$ cat src/rtl/nirdec_pkg.sv
// ----------------------------------------------------------------------------
// NEC IR pulse decoder package
// Shared constants, register map, configuration and control types.
// ----------------------------------------------------------------------------
`default_nettype none

package nirdec_pkg;

    // Segment window and frame geometry.
    localparam logic [15:0] MIN_SEGMENT_US = 16'd100;
    localparam logic [15:0] MAX_SEGMENT_US = 16'd20000;
    localparam logic [6:0]  REPEAT_LEN     = 7'd3;
    localparam logic [6:0]  SHORT_LEN      = 7'd67;
    localparam logic [6:0]  LONG_LEN       = 7'd71;
    localparam logic [6:0]  FRAME_LAST_POS = 7'd70;
    localparam logic [6:0]  FIRST_BIT_POS  = 7'd3;
    localparam logic [6:0]  LAST_BIT_POS   = 7'd65;
    localparam logic [6:0]  PCT_SCALE      = 7'd100;
    localparam int          LEAD_COUNT     = 3;

    // Register map, word index.
    localparam int          REG_IDX_W         = 3;
    localparam int          PADDR_W           = REG_IDX_W + 2;
    localparam logic [2:0]  REG_HDR_MARK      = 3'd0;
    localparam logic [2:0]  REG_HDR_SPACE     = 3'd1;
    localparam logic [2:0]  REG_RPT_FIRST     = 3'd2;
    localparam logic [2:0]  REG_RPT_SECOND    = 3'd3;
    localparam logic [2:0]  REG_RPT_THIRD     = 3'd4;
    localparam logic [2:0]  REG_TOLERANCE     = 3'd5;
    localparam logic [2:0]  REG_DEV_ADDRESS   = 3'd6;
    localparam logic [2:0]  REG_BIT_THRESHOLD = 3'd7;

    // Configuration as seen by the datapath.
    typedef struct packed {
        logic [15:0] header_mark_us;
        logic [15:0] header_space_us;
        logic [15:0] repeat_first_us;
        logic [15:0] repeat_second_us;
        logic [15:0] repeat_third_us;
        logic [6:0]  tolerance_percent;
        logic [7:0]  device_address;
        logic [15:0] bit_threshold_us;
    } t_cfg;

    // Commands from the controller to the datapath.
    typedef struct packed {
        logic       load;
        logic       update;
        logic       mul;
        logic       cmp;
        logic [1:0] step;
        logic       finish;
    } t_dp_cmd;

    // Status from the datapath to the controller.
    typedef struct packed {
        logic frame_end;
        logic out_free;
    } t_dp_stat;

endpackage : nirdec_pkg

`default_nettype wire

$ cat src/rtl/nirdec_seg_if.sv
// ----------------------------------------------------------------------------
// Segment channel
// Valid/ready channel carrying one measured segment duration per transaction.
// ----------------------------------------------------------------------------
`default_nettype none

interface nirdec_seg_if;
    logic        valid;
    logic        ready;
    logic [15:0] segment_us;

    modport source (output valid, output segment_us, input ready);
    modport sink   (input valid, input segment_us, output ready);
endinterface : nirdec_seg_if

`default_nettype wire

$ cat src/rtl/nirdec_res_if.sv
// ----------------------------------------------------------------------------
// Result channel
// Valid/ready channel carrying one decoded frame result per transaction.
// ----------------------------------------------------------------------------
`default_nettype none

interface nirdec_res_if;
    logic       valid;
    logic       ready;
    logic       frame_ok;
    logic       is_repeat;
    logic [7:0] key_code;

    modport source (output valid, output frame_ok, output is_repeat, output key_code,
                    input ready);
    modport sink   (input valid, input frame_ok, input is_repeat, input key_code,
                    output ready);
endinterface : nirdec_res_if

`default_nettype wire

$ cat src/rtl/nirdec_regs.sv
// ----------------------------------------------------------------------------
// NEC IR decoder register file
// APB-style configuration registers with reset defaults and read back.
// ----------------------------------------------------------------------------
`default_nettype none

module nirdec_regs (
    input  wire logic                         i_clk,
    input  wire logic                         i_rst_n,
    input  wire logic                         psel,
    input  wire logic                         penable,
    input  wire logic                         pwrite,
    input  wire logic [nirdec_pkg::PADDR_W-1:0] paddr,
    input  wire logic [31:0]                  pwdata,
    output logic      [31:0]                  prdata,
    output logic                              pready,
    output nirdec_pkg::t_cfg                  o_cfg
);
    import nirdec_pkg::*;

    t_cfg                 r_cfg;
    logic                 wr_en;
    logic [REG_IDX_W-1:0] idx;

    assign pready = 1'b1;
    assign wr_en  = psel && penable && pwrite;
    assign idx    = paddr[PADDR_W-1:2];
    assign o_cfg  = r_cfg;

    // Register writes; reset loads the nominal NEC timings.
    always_ff @(posedge i_clk) begin
        if (!i_rst_n) begin
            r_cfg.header_mark_us    <= 16'd9000;
            r_cfg.header_space_us   <= 16'd4500;
            r_cfg.repeat_first_us   <= 16'd9000;
            r_cfg.repeat_second_us  <= 16'd2250;
            r_cfg.repeat_third_us   <= 16'd560;
            r_cfg.tolerance_percent <= 7'd20;
            r_cfg.device_address    <= 8'd0;
            r_cfg.bit_threshold_us  <= 16'd1000;
        end else if (wr_en) begin
            unique case (idx)
                REG_HDR_MARK:      r_cfg.header_mark_us    <= pwdata[15:0];
                REG_HDR_SPACE:     r_cfg.header_space_us   <= pwdata[15:0];
                REG_RPT_FIRST:     r_cfg.repeat_first_us   <= pwdata[15:0];
                REG_RPT_SECOND:    r_cfg.repeat_second_us  <= pwdata[15:0];
                REG_RPT_THIRD:     r_cfg.repeat_third_us   <= pwdata[15:0];
                REG_TOLERANCE:     r_cfg.tolerance_percent <= pwdata[6:0];
                REG_DEV_ADDRESS:   r_cfg.device_address    <= pwdata[7:0];
                REG_BIT_THRESHOLD: r_cfg.bit_threshold_us  <= pwdata[15:0];
                default: ;
            endcase
        end
    end

    // Read back, zero extended.
    always_comb begin
        unique case (idx)
            REG_HDR_MARK:      prdata = {16'd0, r_cfg.header_mark_us};
            REG_HDR_SPACE:     prdata = {16'd0, r_cfg.header_space_us};
            REG_RPT_FIRST:     prdata = {16'd0, r_cfg.repeat_first_us};
            REG_RPT_SECOND:    prdata = {16'd0, r_cfg.repeat_second_us};
            REG_RPT_THIRD:     prdata = {16'd0, r_cfg.repeat_third_us};
            REG_TOLERANCE:     prdata = {25'd0, r_cfg.tolerance_percent};
            REG_DEV_ADDRESS:   prdata = {24'd0, r_cfg.device_address};
            REG_BIT_THRESHOLD: prdata = {16'd0, r_cfg.bit_threshold_us};
            default:           prdata = 32'd0;
        endcase
    end

endmodule : nirdec_regs

`default_nettype wire

$ cat src/rtl/nirdec_ctrl.sv
// ----------------------------------------------------------------------------
// NEC IR decoder controller
// Sequences segment intake, the tolerance checks and the result write.
// ----------------------------------------------------------------------------
`default_nettype none

module nirdec_ctrl (
    input  wire logic                 i_clk,
    input  wire logic                 i_rst_n,
    input  wire logic                 i_valid,
    output logic                      o_ready,
    input  wire nirdec_pkg::t_dp_stat i_stat,
    output nirdec_pkg::t_dp_cmd       o_cmd
);
    import nirdec_pkg::*;

    localparam logic [2:0] S_IDLE   = 3'd0;
    localparam logic [2:0] S_UPDATE = 3'd1;
    localparam logic [2:0] S_MUL    = 3'd2;
    localparam logic [2:0] S_CMP    = 3'd3;
    localparam logic [2:0] S_FINISH = 3'd4;
    localparam logic [1:0] LAST_STEP = 2'(LEAD_COUNT - 1);

    logic [2:0] r_state, n_state;
    logic [1:0] r_step,  n_step;

    assign o_ready = (r_state == S_IDLE);

    // State and step counter.
    always_ff @(posedge i_clk) begin
        if (!i_rst_n) begin
            r_state <= S_IDLE;
            r_step  <= 2'd0;
        end else begin
            r_state <= n_state;
            r_step  <= n_step;
        end
    end

    // Next state and datapath commands.
    always_comb begin
        n_state      = r_state;
        n_step       = r_step;
        o_cmd        = '0;
        o_cmd.step   = r_step;
        unique case (r_state)
            S_IDLE: begin
                if (i_valid) begin
                    o_cmd.load = 1'b1;
                    n_state    = S_UPDATE;
                end
            end
            S_UPDATE: begin
                o_cmd.update = 1'b1;
                n_step       = 2'd0;
                n_state      = i_stat.frame_end ? S_MUL : S_IDLE;
            end
            S_MUL: begin
                o_cmd.mul = 1'b1;
                n_state   = S_CMP;
            end
            S_CMP: begin
                o_cmd.cmp = 1'b1;
                if (r_step == LAST_STEP) begin
                    n_state = S_FINISH;
                end else begin
                    n_step  = r_step + 2'd1;
                    n_state = S_MUL;
                end
            end
            S_FINISH: begin
                if (i_stat.out_free) begin
                    o_cmd.finish = 1'b1;
                    n_state      = S_IDLE;
                end
            end
            default: n_state = S_IDLE;
        endcase
    end

    // A frame check always runs all steps before the result is written.
    a_finish_after_last_cmp: assert property (@(posedge i_clk) disable iff (!i_rst_n)
        o_cmd.finish |-> (r_state == S_FINISH) && (r_step == LAST_STEP))
        else $error("result written before all tolerance steps ran");

    // Step counter stays inside the leading segment range.
    a_step_range: assert property (@(posedge i_clk) disable iff (!i_rst_n)
        r_step <= LAST_STEP)
        else $error("tolerance step out of range");

endmodule : nirdec_ctrl

`default_nettype wire

$ cat src/rtl/nirdec_dp.sv
// ----------------------------------------------------------------------------
// NEC IR decoder datapath
// Segment counting, bit capture, shared tolerance unit and result register.
// ----------------------------------------------------------------------------
`default_nettype none

module nirdec_dp (
    input  wire logic                i_clk,
    input  wire logic                i_rst_n,
    input  wire nirdec_pkg::t_cfg    i_cfg,
    input  wire nirdec_pkg::t_dp_cmd i_cmd,
    output nirdec_pkg::t_dp_stat     o_stat,
    input  wire logic [15:0]         i_segment_us,
    output logic                     o_valid,
    input  wire logic                i_ready,
    output logic                     o_frame_ok,
    output logic                     o_is_repeat,
    output logic [7:0]               o_key_code
);
    import nirdec_pkg::*;

    // Frame state.
    logic [15:0] r_seg;
    logic [6:0]  r_count;
    logic [15:0] r_lead [LEAD_COUNT];
    logic [31:0] r_cap;
    logic [7:0]  r_last_code;

    // Tolerance unit.
    logic [23:0] r_lhs;
    logic [23:0] r_rhs;
    logic        r_pass;

    // Result register.
    logic        r_out_valid;
    logic        r_out_ok;
    logic        r_out_rep;
    logic [7:0]  r_out_key;

    logic        in_win;
    logic        is_rep;
    logic        is_data;
    logic        bit_pos;
    logic [6:0]  bit_off;
    logic [4:0]  bit_idx;
    logic [15:0] v_sel;
    logic [15:0] m_sel;
    logic [15:0] m_eff;
    logic [15:0] diff;
    logic [7:0]  tol_p1;
    logic [7:0]  b0, b1, b2, b3;
    logic        data_ok;

    assign in_win  = (r_seg >= MIN_SEGMENT_US) && (r_seg <= MAX_SEGMENT_US);
    assign is_rep  = (r_count == REPEAT_LEN);
    assign is_data = (r_count == SHORT_LEN) || (r_count == LONG_LEN);
    assign bit_pos = (r_count >= FIRST_BIT_POS) && (r_count <= LAST_BIT_POS) && r_count[0];
    assign bit_off = r_count - FIRST_BIT_POS;
    assign bit_idx = bit_off[5:1];

    assign o_stat.frame_end = in_win ? (r_count == FRAME_LAST_POS) : (r_count != 7'd0);
    assign o_stat.out_free  = !r_out_valid || i_ready;

    // Operand selection for the current tolerance step.
    always_comb begin
        unique case (i_cmd.step)
            2'd0:    v_sel = r_lead[0];
            2'd1:    v_sel = r_lead[1];
            default: v_sel = r_lead[2];
        endcase
        priority if (is_rep) begin
            unique case (i_cmd.step)
                2'd0:    m_sel = i_cfg.repeat_first_us;
                2'd1:    m_sel = i_cfg.repeat_second_us;
                default: m_sel = i_cfg.repeat_third_us;
            endcase
        end else begin
            unique case (i_cmd.step)
                2'd0:    m_sel = i_cfg.header_mark_us;
                default: m_sel = i_cfg.header_space_us;
            endcase
        end
    end

    assign m_eff  = (m_sel == 16'd0) ? 16'd1 : m_sel;
    assign diff   = (v_sel > m_eff) ? (v_sel - m_eff) : (m_eff - v_sel);
    assign tol_p1 = {1'b0, i_cfg.tolerance_percent} + 8'd1;

    // NEC byte rules on the captured bits.
    assign b0 = r_cap[7:0];
    assign b1 = r_cap[15:8];
    assign b2 = r_cap[23:16];
    assign b3 = r_cap[31:24];
    assign data_ok = r_pass && (b0 == i_cfg.device_address) &&
                     ((b1 == b0) || (b1 == ~b0)) && (b3 == ~b2);

    // Segment register.
    always_ff @(posedge i_clk) begin
        if (i_cmd.load) begin
            r_seg <= i_segment_us;
        end
    end

    // Frame state: count, leading durations, captured bits, last code.
    always_ff @(posedge i_clk) begin
        if (!i_rst_n) begin
            r_count     <= 7'd0;
            r_lead[0]   <= 16'd0;
            r_lead[1]   <= 16'd0;
            r_lead[2]   <= 16'd0;
            r_cap       <= 32'd0;
            r_last_code <= 8'd0;
        end else if (i_cmd.finish) begin
            r_count   <= 7'd0;
            r_lead[0] <= 16'd0;
            r_lead[1] <= 16'd0;
            r_lead[2] <= 16'd0;
            r_cap     <= 32'd0;
            if (is_data && data_ok) begin
                r_last_code <= b2;
            end
        end else if (i_cmd.update && in_win) begin
            if (r_count < 7'(LEAD_COUNT)) begin
                r_lead[r_count[1:0]] <= r_seg;
            end
            if (bit_pos) begin
                r_cap[bit_idx] <= (r_seg > i_cfg.bit_threshold_us);
            end
            r_count <= r_count + 7'd1;
        end
    end

    // Tolerance unit: floor(diff*100/m) <= tol is diff*100 < (tol+1)*m.
    always_ff @(posedge i_clk) begin
        if (i_cmd.mul) begin
            r_lhs <= 24'(diff) * 24'(PCT_SCALE);
            r_rhs <= 24'(tol_p1) * 24'(m_eff);
        end
    end

    always_ff @(posedge i_clk) begin
        if (i_cmd.update) begin
            r_pass <= 1'b1;
        end else if (i_cmd.cmp) begin
            // The header check has no third segment.
            r_pass <= r_pass && ((r_lhs < r_rhs) || (!is_rep && (i_cmd.step == 2'd2)));
        end
    end

    // Result register.
    always_ff @(posedge i_clk) begin
        if (!i_rst_n) begin
            r_out_valid <= 1'b0;
        end else if (i_cmd.finish) begin
            r_out_valid <= 1'b1;
        end else if (i_ready) begin
            r_out_valid <= 1'b0;
        end
    end

    always_ff @(posedge i_clk) begin
        if (i_cmd.finish) begin
            r_out_rep <= is_rep;
            priority if (is_rep) begin
                r_out_ok  <= r_pass;
                r_out_key <= r_pass ? r_last_code : 8'd0;
            end else if (is_data && data_ok) begin
                r_out_ok  <= 1'b1;
                r_out_key <= b2;
            end else begin
                r_out_ok  <= 1'b0;
                r_out_key <= 8'd0;
            end
        end
    end

    assign o_valid     = r_out_valid;
    assign o_frame_ok  = r_out_ok;
    assign o_is_repeat = r_out_rep;
    assign o_key_code  = r_out_key;

    // The count never runs past the longest frame.
    a_count_range: assert property (@(posedge i_clk) disable iff (!i_rst_n)
        r_count <= LONG_LEN)
        else $error("segment count beyond longest frame");

    // Frame end returns the frame state to empty.
    a_finish_clears: assert property (@(posedge i_clk) disable iff (!i_rst_n)
        i_cmd.finish |=> (r_count == 7'd0) && (r_cap == 32'd0))
        else $error("frame state not cleared at frame end");

    // An accepted repeat carries the stored last code.
    a_repeat_code: assert property (@(posedge i_clk) disable iff (!i_rst_n)
        (r_out_valid && r_out_ok && r_out_rep) |-> (r_out_key == r_last_code))
        else $error("repeat result differs from last code");

endmodule : nirdec_dp

`default_nettype wire

$ cat src/rtl/nec_ir_pulse_decoder_core.sv
// ----------------------------------------------------------------------------
// NEC IR pulse decoder core
// Decodes NEC frames and repeats from measured segment durations.
// ----------------------------------------------------------------------------
// A segment that does not end a frame is accepted in the idle state and applied in
// the update state. A frame-ending segment then runs the shared tolerance unit
// through three multiply/compare steps, and the result write waits while an
// earlier result has not been taken. A new segment is accepted only once the
// previous one has been fully processed.
// Synchronous active-low reset restores default timings and clears the frame.
`default_nettype none

module nec_ir_pulse_decoder_core (
    input  wire logic                           i_clk,
    input  wire logic                           i_rst_n,
    nirdec_seg_if.sink                          i_seg,
    nirdec_res_if.source                        o_res,
    input  wire logic                           psel,
    input  wire logic                           penable,
    input  wire logic                           pwrite,
    input  wire logic [nirdec_pkg::PADDR_W-1:0] paddr,
    input  wire logic [31:0]                    pwdata,
    output logic      [31:0]                    prdata,
    output logic                                pready
);
    import nirdec_pkg::*;

    t_cfg     cfg;
    t_dp_cmd  cmd;
    t_dp_stat stat;

    // Configuration registers.
    nirdec_regs u_regs (
        .i_clk   (i_clk),
        .i_rst_n (i_rst_n),
        .psel    (psel),
        .penable (penable),
        .pwrite  (pwrite),
        .paddr   (paddr),
        .pwdata  (pwdata),
        .prdata  (prdata),
        .pready  (pready),
        .o_cfg   (cfg)
    );

    // Sequencer.
    nirdec_ctrl u_ctrl (
        .i_clk   (i_clk),
        .i_rst_n (i_rst_n),
        .i_valid (i_seg.valid),
        .o_ready (i_seg.ready),
        .i_stat  (stat),
        .o_cmd   (cmd)
    );

    // Datapath and result register.
    nirdec_dp u_dp (
        .i_clk        (i_clk),
        .i_rst_n      (i_rst_n),
        .i_cfg        (cfg),
        .i_cmd        (cmd),
        .o_stat       (stat),
        .i_segment_us (i_seg.segment_us),
        .o_valid      (o_res.valid),
        .i_ready      (o_res.ready),
        .o_frame_ok   (o_res.frame_ok),
        .o_is_repeat  (o_res.is_repeat),
        .o_key_code   (o_res.key_code)
    );

endmodule : nec_ir_pulse_decoder_core

`default_nettype wire
$ cat src/flat_wrapper.sv
// flat-port wrapper written by rule: the top's interface ports become plain ports
module nec_ir_pulse_decoder_core_flat import nirdec_pkg::*;
  (i_clk, i_rst_n, psel, penable, pwrite, paddr, pwdata, prdata, pready, i_seg_valid, i_seg_segment_us, i_seg_ready, o_res_valid, o_res_frame_ok, o_res_is_repeat, o_res_key_code, o_res_ready);
  nirdec_seg_if i_seg_i ();
  nirdec_res_if o_res_i ();
  input  wire logic i_clk;
  input  wire logic i_rst_n;
  input  wire logic psel;
  input  wire logic penable;
  input  wire logic pwrite;
  input  wire logic [nirdec_pkg::PADDR_W-1:0] paddr;
  input  wire logic [31:0] pwdata;
  output logic      [31:0] prdata;
  output logic pready;
  input wire logic [$bits(i_seg_i.valid)-1:0] i_seg_valid;
  input wire logic [$bits(i_seg_i.segment_us)-1:0] i_seg_segment_us;
  output wire logic [$bits(i_seg_i.ready)-1:0] i_seg_ready;
  output wire logic [$bits(o_res_i.valid)-1:0] o_res_valid;
  output wire logic [$bits(o_res_i.frame_ok)-1:0] o_res_frame_ok;
  output wire logic [$bits(o_res_i.is_repeat)-1:0] o_res_is_repeat;
  output wire logic [$bits(o_res_i.key_code)-1:0] o_res_key_code;
  input wire logic [$bits(o_res_i.ready)-1:0] o_res_ready;
  assign i_seg_i.valid = i_seg_valid;
  assign i_seg_i.segment_us = i_seg_segment_us;
  assign i_seg_ready = i_seg_i.ready;
  assign o_res_valid = o_res_i.valid;
  assign o_res_frame_ok = o_res_i.frame_ok;
  assign o_res_is_repeat = o_res_i.is_repeat;
  assign o_res_key_code = o_res_i.key_code;
  assign o_res_i.ready = o_res_ready;
  nec_ir_pulse_decoder_core u_core (.i_clk(i_clk), .i_rst_n(i_rst_n), .i_seg(i_seg_i), .o_res(o_res_i), .psel(psel), .penable(penable), .pwrite(pwrite), .paddr(paddr), .pwdata(pwdata), .prdata(prdata), .pready(pready));
endmodule
$ cat config.mk
export PLATFORM = sky130hd
export DESIGN_NAME = nec_ir_pulse_decoder_core_flat
export DESIGN_NICKNAME = d
export VERILOG_FILES = /design/src/rtl/nirdec_pkg.sv /design/src/rtl/nirdec_seg_if.sv /design/src/rtl/nirdec_res_if.sv /design/src/rtl/nirdec_regs.sv /design/src/rtl/nirdec_ctrl.sv /design/src/rtl/nirdec_dp.sv /design/src/rtl/nec_ir_pulse_decoder_core.sv /design/src/flat_wrapper.sv
export SDC_FILE = /design/constraint.sdc
export NUM_CORES = 1
export LEC_CHECK = 0
export BUFFER_PORTS_ARGS = -buffer_cell sky130_fd_sc_hd__buf_4
export CAP_MARGIN = 30
export CORE_MARGIN = 2
export CORE_UTILIZATION = 65
export DETAILED_ROUTE_END_ITERATION = 10
export PLACE_DENSITY = 0.93
export SLEW_MARGIN = 30
export SYNTH_ARGS = -nofsm -noshare
export SYNTH_HDL_FRONTEND = slang
export SYNTH_SLANG_ARGS = --single-unit
$ cat constraint.sdc
create_clock -name i_clk -period 15.2 [get_ports i_clk]
set_clock_uncertainty 0.05 [all_clocks]
set_input_delay 0 -clock i_clk [delete_from_list [all_inputs] [get_ports i_clk]]
set_output_delay 0 -clock i_clk [all_outputs]
set_load 0.05 [all_outputs]
---- Word level (Yosys, flattened, before mapping) ----
Memories as Yosys holds them, arrays and structs flattened.
Cells that the tools add are included.
W data, S select, Z words.
storage, ports and cells
  flip-flop bits (word level) ............. 236
  bits in latches ......................... 0
  bits in writable memories ............... 48
  memory bits (read-only) ................. 0
  input port bits ......................... 60
  output and inout bits ................... 45
  word-level logic and storage cells ...... 157
  memories kept ........................... 1
memories
  memory              depth  bits a word  rd ports  clocked after Yosys merged registers in  wr ports  line             source
  u_core.u_dp.r_lead  3      16           3         0                                        3         nirdec_dp.sv:25  logic [15:0] r_lead [LEAD_COUNT];
cells by class
  add/subtract/negate cells ............... 6
  multipliers ............................. 2
  div/mod/pow operators ................... 0
  magnitude comparators ................... 10
  equal/unequal tests ..................... 24
  shift-type cells ........................ 0
  mux-type cells .......................... 47
  bitwise gates (word level) .............. 6
  reductions and logical operators ........ 40
operators with widths
  cell                     number
  $pmux W32 S8             1
  $mux W16                 8
  $pmux W16 S2             2
  $bwmux W32               1
  $eq A8 B8 Y1             4
  $gt A16 B16 Y1           2
  $sub A16 B16 Y16         2
  $lt A23 B24 Y1           1
  $mul A8 B16 Y24          1
  $mux W8                  3
  $reduce_and A2 Y1        12
  $mux W1                  23
  $eq A7 B7 Y1 const B     3
  $mul A16 B5 Y21 const B  1
  $ge A16 B7 Y1 const B    1
  $le A16 B15 Y1 const B   1
  $logic_not A16 Y1        1
  $not A8 Y8               2
  $reduce_or A16 Y1        1
  $eq A3 B3 Y1 const B     5
  $pmux W3 S5              1
  $logic_and A1 B1 Y1      13
  $eq A3 B2 Y1 const B     4
  $mux W3                  3
  other kinds (27)         39

---- Logic depth before layout (Yosys ltp) ----
Gate-level depths: netlist of the first run.
  depth in word-level cells ............... 9
  gate-level depth with buffers ........... 35
  depth with buffers taken out ............ 32

---- Modules after synthesis ----
From an unflattened synthesis of the first run, not the netlist that was laid out.
second synthesis, totals
  cell total of the unflattened synthesis .. 2431
  area, all modules ....................... 21722.1 um2
modules (own cells, without submodules)
  module       instances  cells an instance  area an instance (um2)  sequential area each (um2)
  nirdec_dp    1          1738               16136.7                 4554.4
  nirdec_regs  1          657                5291.3                  2222.1
  nirdec_ctrl  1          36                 294.0                   100.1

---- Worst setup path after synthesis of the first run ----
Ideal clock, no wire load.
  kind .................................... register to register
  start point ............................. reg u_core.u_ctrl.r_step[0]
  end point ............................... reg u_core.u_dp.r_lhs[18] (data pin)
  setup time .............................. 263 ps
  arrival time ............................ 7034 ps
  data required time ...................... 14887 ps
  slack ................................... 7853 ps
  stages on the path, launching flop included .. 31
  path buffers ............................ 4
  period minus slack after synthesis ...... 7347 ps
  cells stage by stage .................... dfxtp_1 -> inv_1 -> ha_1 -> buf_2 -> clkbuf_1 -> clkbuf_1 -> mux2_2 -> a21oi_1 -> inv_1 -> ha_1 -> a211oi_1 -> a21oi_1 -> o211a_1 -> a21oi_4 -> buf_4 -> nor3_1 -> a21oi_1 -> xor2_1 -> ha_1 -> ha_1 -> inv_1 -> fa_1 -> inv_1 -> ha_1 -> o21a_1 -> o31a_1 -> o211ai_1 -> a21oi_1 -> a2111oi_0 -> nor2_1 -> xor2_1
between the ends
  word-level cells in the longest chain between the ends .. 8
  elaborated cells between the ends (all ways) .. 13
  those cells by class .................... 2 x add/sub; 1 x mul; 1 x order compare; 1 x eq/ne; 6 x mux; 2 x reduce/logical
ends and longest elaborated chain
  element                                                    line                                               source
  start: declaration                                         nirdec_ctrl.sv:25                                  logic [1:0] r_step, n_step;
  start signal: assignment                                   nirdec_ctrl.sv:36                                  r_step <= n_step;
  $eq A2 B1 Y1 / $logic_not A2 Y1 (equally long branches)    nirdec_dp.sv:66, nirdec_dp.sv:72, nirdec_dp.sv:78
  $pmux W16 S2 / $mux W16 (equally long branches)            nirdec_dp.sv:72, nirdec_dp.sv:78
  $mux W16                                                   nirdec_dp.sv:71                                    priority if (is_rep) begin
  $logic_not A16 Y1                                          nirdec_dp.sv:85                                    assign m_eff = (m_sel == 16'd0) ? 16'd1 : m_sel;
  $mux W16                                                   nirdec_dp.sv:85
  $sub A16 B16 Y16 / $gt A16 B16 Y1 (equally long branches)  nirdec_dp.sv:86                                    assign diff = (v_sel > m_eff) ? (v_sel - m_eff) : (m_eff - v_sel);
  $mux W16 *                                                 nirdec_dp.sv:86
  $mul A16 B5 Y21 *                                          nirdec_dp.sv:136                                   r_lhs <= 24'(diff) * 24'(PCT_SCALE);
  end signal: assignment                                     nirdec_dp.sv:136
  end: declaration                                           nirdec_dp.sv:30                                    logic [23:0] r_lhs;
Every way passes the cells marked *; elsewhere a longest branch is shown, timed or not.
A chain may end at the register's enable or synchronous reset.

---- Final worst setup path of the first run ----
Ends and elaborated chain as after synthesis.

==> summary.txt, run 1 <==
Yosys warns = 0
Setup TNS = 0 ps
Hold-fix buffers at CTS = 35
Total power = 2360 uW
Die Span X = 187 um
Synthesized cell area = 21600 um^2
CP max-delay cell = a2111oi_1
CTS root buffer = clkbuf_16
Hold path startpoint = pwrite
Fin crit share = 61.7%
Hold Path Stages = 5
Number of H-tree levels = 1
Worst Path Arrival = 9620 ps
Clock latency on the worst-skew pair = 570 ps
Hold Crit Class = primary input to flip-flop
Yosys cell types = 79
Initial Util = 66.2%
Diodes inserted = 0
Final instance area = 23700 um^2
Synth Instances = 2468
Register area share after synthesis = 31.8%
Drt pass-1 iters = 6
Total gr overflow = 0
Max layer used = met4
Core area = 32700 um^2
Postcts setup bufs = 0
RR Startpoint = u_core.u_ctrl.r_step[0]$_SDFFE_PN0P_
Post-CTS sizing = 0
Max capacitance violation total = 0
DR WL met3 = 5630 um
Pwr Density = 99.7 nW/um^2
Critical path fanouts, max = 26
Worst path required time = 15450 ps
Clock Path Buffers = 3
Post-route ant nets = 0
DRC violations left = 0
Max_slew headroom = 38.3%
Mean post-synth cell area = 8.77 um^2
Top FF cell, synth = dfxtp_1
Worst Hold Endpoint = u_core.u_regs.o_cfg[50]$_SDFFE_PN1P_
Worst setup margin = 5830 ps
RePlAce Congestion = 1.00
CP endpoint kind = flip-flop
Worst slack at placement = 5910 ps
Number of global-route vias before repair = 19016
First-pass GRT wire length = 98500 um
Avg WL per Cell = 21.0 um
GRT Total Usage = 35.1%
RSZ-0062 raised after global routing = no
Register bit total from synthesis = 284
Status = complete, no violations
Top cell type by total area after synthesis = edfxtp_1
Placed inst area = 22400 um^2
Post-synth EDFFs = 119
Classification of the worst setup path = flip-flop to flip-flop
Reg clk slew, reported paths = 70 ps
Met2 WL = 29500 um
Most used cell, CP = inv_1
Clock sinks = 284
Layout cells sized above 1 = 7.85%
Min Tclk post-route = 9370 ps
Pins Over Slew Limit = 0
Final Hold Vio Count = 0
P&R area growth vs syn = 9.54%
Die area = 34800 um^2
Slowest stage delay, CP = 820 ps
# rows = 66
Synth async-reset ratio = 0%
FF-to-FF path depth = 35
Post-synth top area share = 16.5%
DP HPWL = 44800 um
Via count = 18737
Routed WL = 62400 um
Nets = 2844
Final setup vio count = 0
Vias/cell = 6.29
Die Y = 187 um
Worst Tran Pin Value = 919 ps
Worst ir drop on vdd = 0.0965 mV
Antenna violations before repair = 0
Largest net degree at the start of global routing = 117
Iteration-0 DRC Markers = 1661
R2r setup slk = 5830 ps
Total CTS buffers = 29
Type of origin of the critical path = flip-flop
CTS tree = built
Final core occ = 72.5%
PortBufs = 69
IO Pins = 105
Reg-to-reg endpoint = u_core.u_dp.r_lhs[18]$_DFFE_PP_
Met1 wire length = 23000 um
Top cells by area, synth = edfxtp_1 17%, dfxtp_1 15%, ha_1 10%, fa_1 9.0%, nand2_1 5.7%
Leak = 0.0103 uW
FMAX = 107 MHz
## metrics by stage
step           hold slack [ps]  instances
4_1_cts                   72.9       2978
3_3_place_gp               130       2890
6_report                  82.0       2978
2_1_floorplan             48.9       2486
5_1_grt                    107       2978
3_5_place_dp               131       2890
## report_power, final
group	switching, uW	leakage (uW)	internal [uW]
Sequential	12.3	0.00248	847
Combinational	474	0.00737	314
Clock	306	0.000460	411
## layout by cell type, fill, tap and decap left out, types with 8 or more instances in the layout
cell,netlist,final
buf_4,24,99
and2_1,52,51
a211oi_1,13,13
o21ai_0,93,93
a21boi_0,69,69
or2_2,17,17
or3_1,20,20
nand4_1,26,26
nand3_1,49,49
a21oi_1,109,109
a21o_1,22,22
mux2_2,18,18
dlygate4sd3_1,0,35
fa_1,97,97
nor2_1,189,189
nor2b_1,77,76
a22o_1,15,15
edfxtp_1,119,119
dfxtp_1,165,165
o211ai_1,21,21
mux2i_1,70,70
nor4_1,17,17
clkbuf_1,92,11
and3_1,16,16
o21a_1,36,36
o41ai_1,10,10
inv_1,249,249
nand2_1,329,329
ha_1,173,173
clkbuf_16,0,30
nor3_1,20,18
xor2_1,53,52
o21bai_1,10,10
o311ai_0,8,8
nand2b_1,21,21
xnor2_1,43,43
conb_1,2,20
## registers in the layout (all words and copies together), names as in the netlist
signal	count
u_core.u_dp.r_seg	16
u_core.u_dp.r_lhs	21
u_core.u_dp.r_pass	1
u_core.u_dp.r_lead	48
u_core.u_dp.o_key_code	8
u_core.u_dp.r_count	7
u_core.u_dp.o_frame_ok	1
u_core.u_ctrl.r_step	2
u_core.u_ctrl.r_state	3
u_core.u_dp.o_is_repeat	1
u_core.u_dp.r_rhs	24
u_core.u_dp.r_cap	32
u_core.u_regs.o_cfg	111
u_core.u_dp.r_last_code	8
u_core.u_dp.o_valid	1
## synth_stat cells, types with 69 or more instances
cell        n
nand2_1   329
inv_1     249
nor2_1    189
ha_1      173
dfxtp_1   165
edfxtp_1  119
a21oi_1   109
fa_1       97
o21ai_0    93
clkbuf_1   92
nor2b_1    77
mux2i_1    70
a21boi_0   69
## routing by layer
metal | global-route usage (%) | vias to the layer above
met2 | 59.4 | 1176
met5 | 0 | -
met1 | 43.0 | 8823
met3 | 4.95 | 303
met4 | 20.9 | 0
li1 | - | 8435
## area by class of cell
cell class	instances	area [um^2]
multi-input combinational	1814	13300
sequential	284	6880
fill	2300	8990
tap	442	553
clock inverter	9	103
inverter	250	938
clock buffer	44	833
timing repair buffer	135	1100
## cell families (layout without fill, tap and decap cells)
group | after synthesis | count (layout) | share of synthesized area [%]
simple gates | 856 | 856 | 18.7
compound gates | 481 | 481 | 14.9
buf+inv | 388 | 438 | 7.22
flops | 284 | 284 | 31.8
fa+ha+maj | 270 | 270 | 19.0
xor+xnor | 96 | 96 | 3.88
mux | 91 | 91 | 4.48
other cells | 2 | 20 | 0.0347
## worst max-delay path by stage
stage	start	end	slack (ps)	depth (start not counted)
after floorplan	u_core.u_ctrl.r_step[0]$_SDFFE_PN0P_	u_core.u_dp.r_lhs[18]$_DFFE_PP_	7850	30
after global placement	u_core.u_ctrl.r_step[0]$_SDFFE_PN0P_	u_core.u_dp.r_lhs[18]$_DFFE_PP_	5940	35
after detailed placement	u_core.u_ctrl.r_step[0]$_SDFFE_PN0P_	u_core.u_dp.r_lhs[18]$_DFFE_PP_	5910	35
after CTS	u_core.u_ctrl.r_step[0]$_SDFFE_PN0P_	u_core.u_dp.r_lhs[18]$_DFFE_PP_	5830	35
after global routing	u_core.u_ctrl.r_step[0]$_SDFFE_PN0P_	u_core.u_dp.r_lhs[18]$_DFFE_PP_	5210	35
final	u_core.u_ctrl.r_step[0]$_SDFFE_PN0P_	u_core.u_dp.r_lhs[18]$_DFFE_PP_	5830	35
## worst max-delay path: cells and delay by family (launching register included)
family | cells | cell delay, ps
and+or+nand+nor | 4 | 1080
buffers and inverters | 9 | 1370
adders and majority gates | 7 | 2180
muxes | 1 | 300
AOI/OAI and AO/OA | 12 | 3300
DFF | 1 | 320
xor gates and xnor gates | 2 | 470
No activity file was read; power rests on OpenSTA's default activity.
==> run 2, diff against run 1 <==
CORE_UTILIZATION = 63   (was 65)
PLACE_DENSITY = 0.91   (was 0.93)
clock period = 9.4 ns   (was 15.2 ns; I/O delays follow)
==> run 2 against run 1 <==
Net effect: clock power rose by 80%; core utilization fell by 1.7 points; via count is 1.1% lower; critical path depth decreased by 7; routed wire length is 0.77% lower; die area increased by 3.1%; hold slack worse by 14 ps; largest power group unchanged.
==> summary.txt, run 2 (synthesis results as in run 1) <==
Most frequent cells in the layout = 329 x nand2_1, 249 x inv_1, 188 x nor2_1
Post-CTS sizing = 0
Final Hold Vio Count = 0
Clock latency on the worst-skew pair = 600 ps
Slowest stage delay, CP = 830 ps
Final hold slack = 68.5 ps
DRC violations left = 0
Routed WL = 61900 um
Pwr Density = 165 nW/um^2
Most common cell after layout, fill and taps aside = nand2_1
Worst path required time = 9690 ps
RePlAce Congestion = 0.965
Worst ir drop on vdd = 0.189 mV
Delay-heaviest family, CP = compound AO/OA/AOI/OAI gates
Avg WL per Cell = 20.7 um
Number of H-tree levels = 1
Worst Tran Pin Value = 1020 ps
Core area = 33700 um^2
Post-route ant nets = 0
CP bufs+invs = 5
Reg clk slew, reported paths = 70 ps
FMAX = 115 MHz
Leak = 0.0104 uW
CTS tree = built
Clock sinks = 284
P&R area growth vs syn = 10.3%
Vias/cell = 6.20
IO Pins = 105
Critical path fanouts, max = 31
Largest net degree at the start of global routing = 128
Clock Path Buffers = 3
CP endpoint kind = flip-flop
Number of global-route vias before repair = 18360
Postcts setup bufs = 0
First-pass GRT wire length = 97600 um
Die Span X = 189 um
Max_slew headroom = 31.9%
Most used cell, CP = ha_1
GRT Total Usage = 34.5%
Nets = 2849
Multi-input gate area = 13300 um^2
Max capacitance violation total = 0
Via count = 18531
Die area = 35900 um^2
Total gr overflow = 0
Setup TNS = 0 ps
Register area = 6880 um^2
DP HPWL = 44800 um
CTS root buffer = clkbuf_16
Max FFs per register = 111
Hold Crit Class = primary input to flip-flop
Antenna violations before repair = 0
CP max-delay cell = a21oi_1
Drt pass-1 iters = 6
Type of origin of the critical path = flip-flop
PortBufs = 69
RSZ-0062 raised after global routing = no
Worst Path Arrival = 9010 ps
Classification of the worst setup path = flip-flop to flip-flop
FILL cells = 2469
Initial Util = 64.2%
Total CTS buffers = 30
Diodes inserted = 0
Status = complete, no violations
Layout cells sized above 1 = 8.26%
Pins Over Slew Limit = 0
Iteration-0 DRC Markers = 1719
Fin crit share = 92.8%
Min Tclk post-route = 8730 ps
Die Y = 189 um
# rows = 67
Final setup vio count = 0
-- run 2: cell types whose count changed in the layout (fill, tap and decap cells not counted), sizes merged --
cell / previous run / this run
clkinvlp: 0 / 3
bufinv: 2 / 4
clkbuf: 44 / 40
inv: 249 / 252
dlygate4sd3: 35 / 37
buf: 100 / 102
clkinv: 8 / 6
-- run 2: worst paths after layout --
check	startpoint	to	slack [ps]	depth (start not counted)
max reg2reg	u_core.u_ctrl.r_step[1]$_SDFFE_PN0P_	u_core.u_dp.r_lhs[18]$_DFFE_PP_	670	28
min reg2reg	u_core.u_regs.o_cfg[12]$_SDFFE_PN0P_	u_core.u_regs.o_cfg[12]$_SDFFE_PN0P_	420	2
min	i_seg_segment_us[13]	u_core.u_dp.r_seg[13]$_DFFE_PP_	70	2
max	u_core.u_ctrl.r_step[1]$_SDFFE_PN0P_	u_core.u_dp.r_lhs[18]$_DFFE_PP_	670	28
-- run 2: what timing repair did --
| action | in CTS | in global routing |
|---|---|---|
| endpoints found under the hold margin | 141 | 0 |
| hold buffers | 37 | 0 |
| setup endpoints to repair | 0 | 0 |
-- run 2: metrics by stage --
stage / setup WS (ps) / total power, uW / instances / utilization (%) / area, um^2
floorplan: 2050 / 2340 / 2486 / - / 21700
global placement: 1330 / 2570 / 2898 / 66.6 / 22400
detailed placement: 1020 / 2630 / 2898 / 66.6 / 22400
CTS: 988 / 3910 / 2990 / 70.8 / 23900
global route: 421 / 4120 / 2990 / 70.8 / 23900
finish: 674 / 3940 / 2990 / 70.8 / 23900
-- run 2: routing by layer --
layer  wire (um)  vias up  global-route usage (%)
met2       29400     1002                    59.6
met4        3740        0                    18.0
li1            -     8451                       -
met1       23300     8839                    41.9
met5           0        -                       0
met3        5500      239                    5.02
-- run 2: cell type report --
class,instances,area share [%]
tap,448,2.35
timing repair buffer,139,4.77
clock buffer,40,3.56
multi-input combinational,1814,55.8
inverter,250,3.93
clock inverter,15,0.818
sequential,284,28.8
-- run 2: report_power, final --
group          internal, uW  total (uW)  switching [uW]
combinational           513        1260             747
clock                   747        1290             542
sequential             1370        1390            20.5
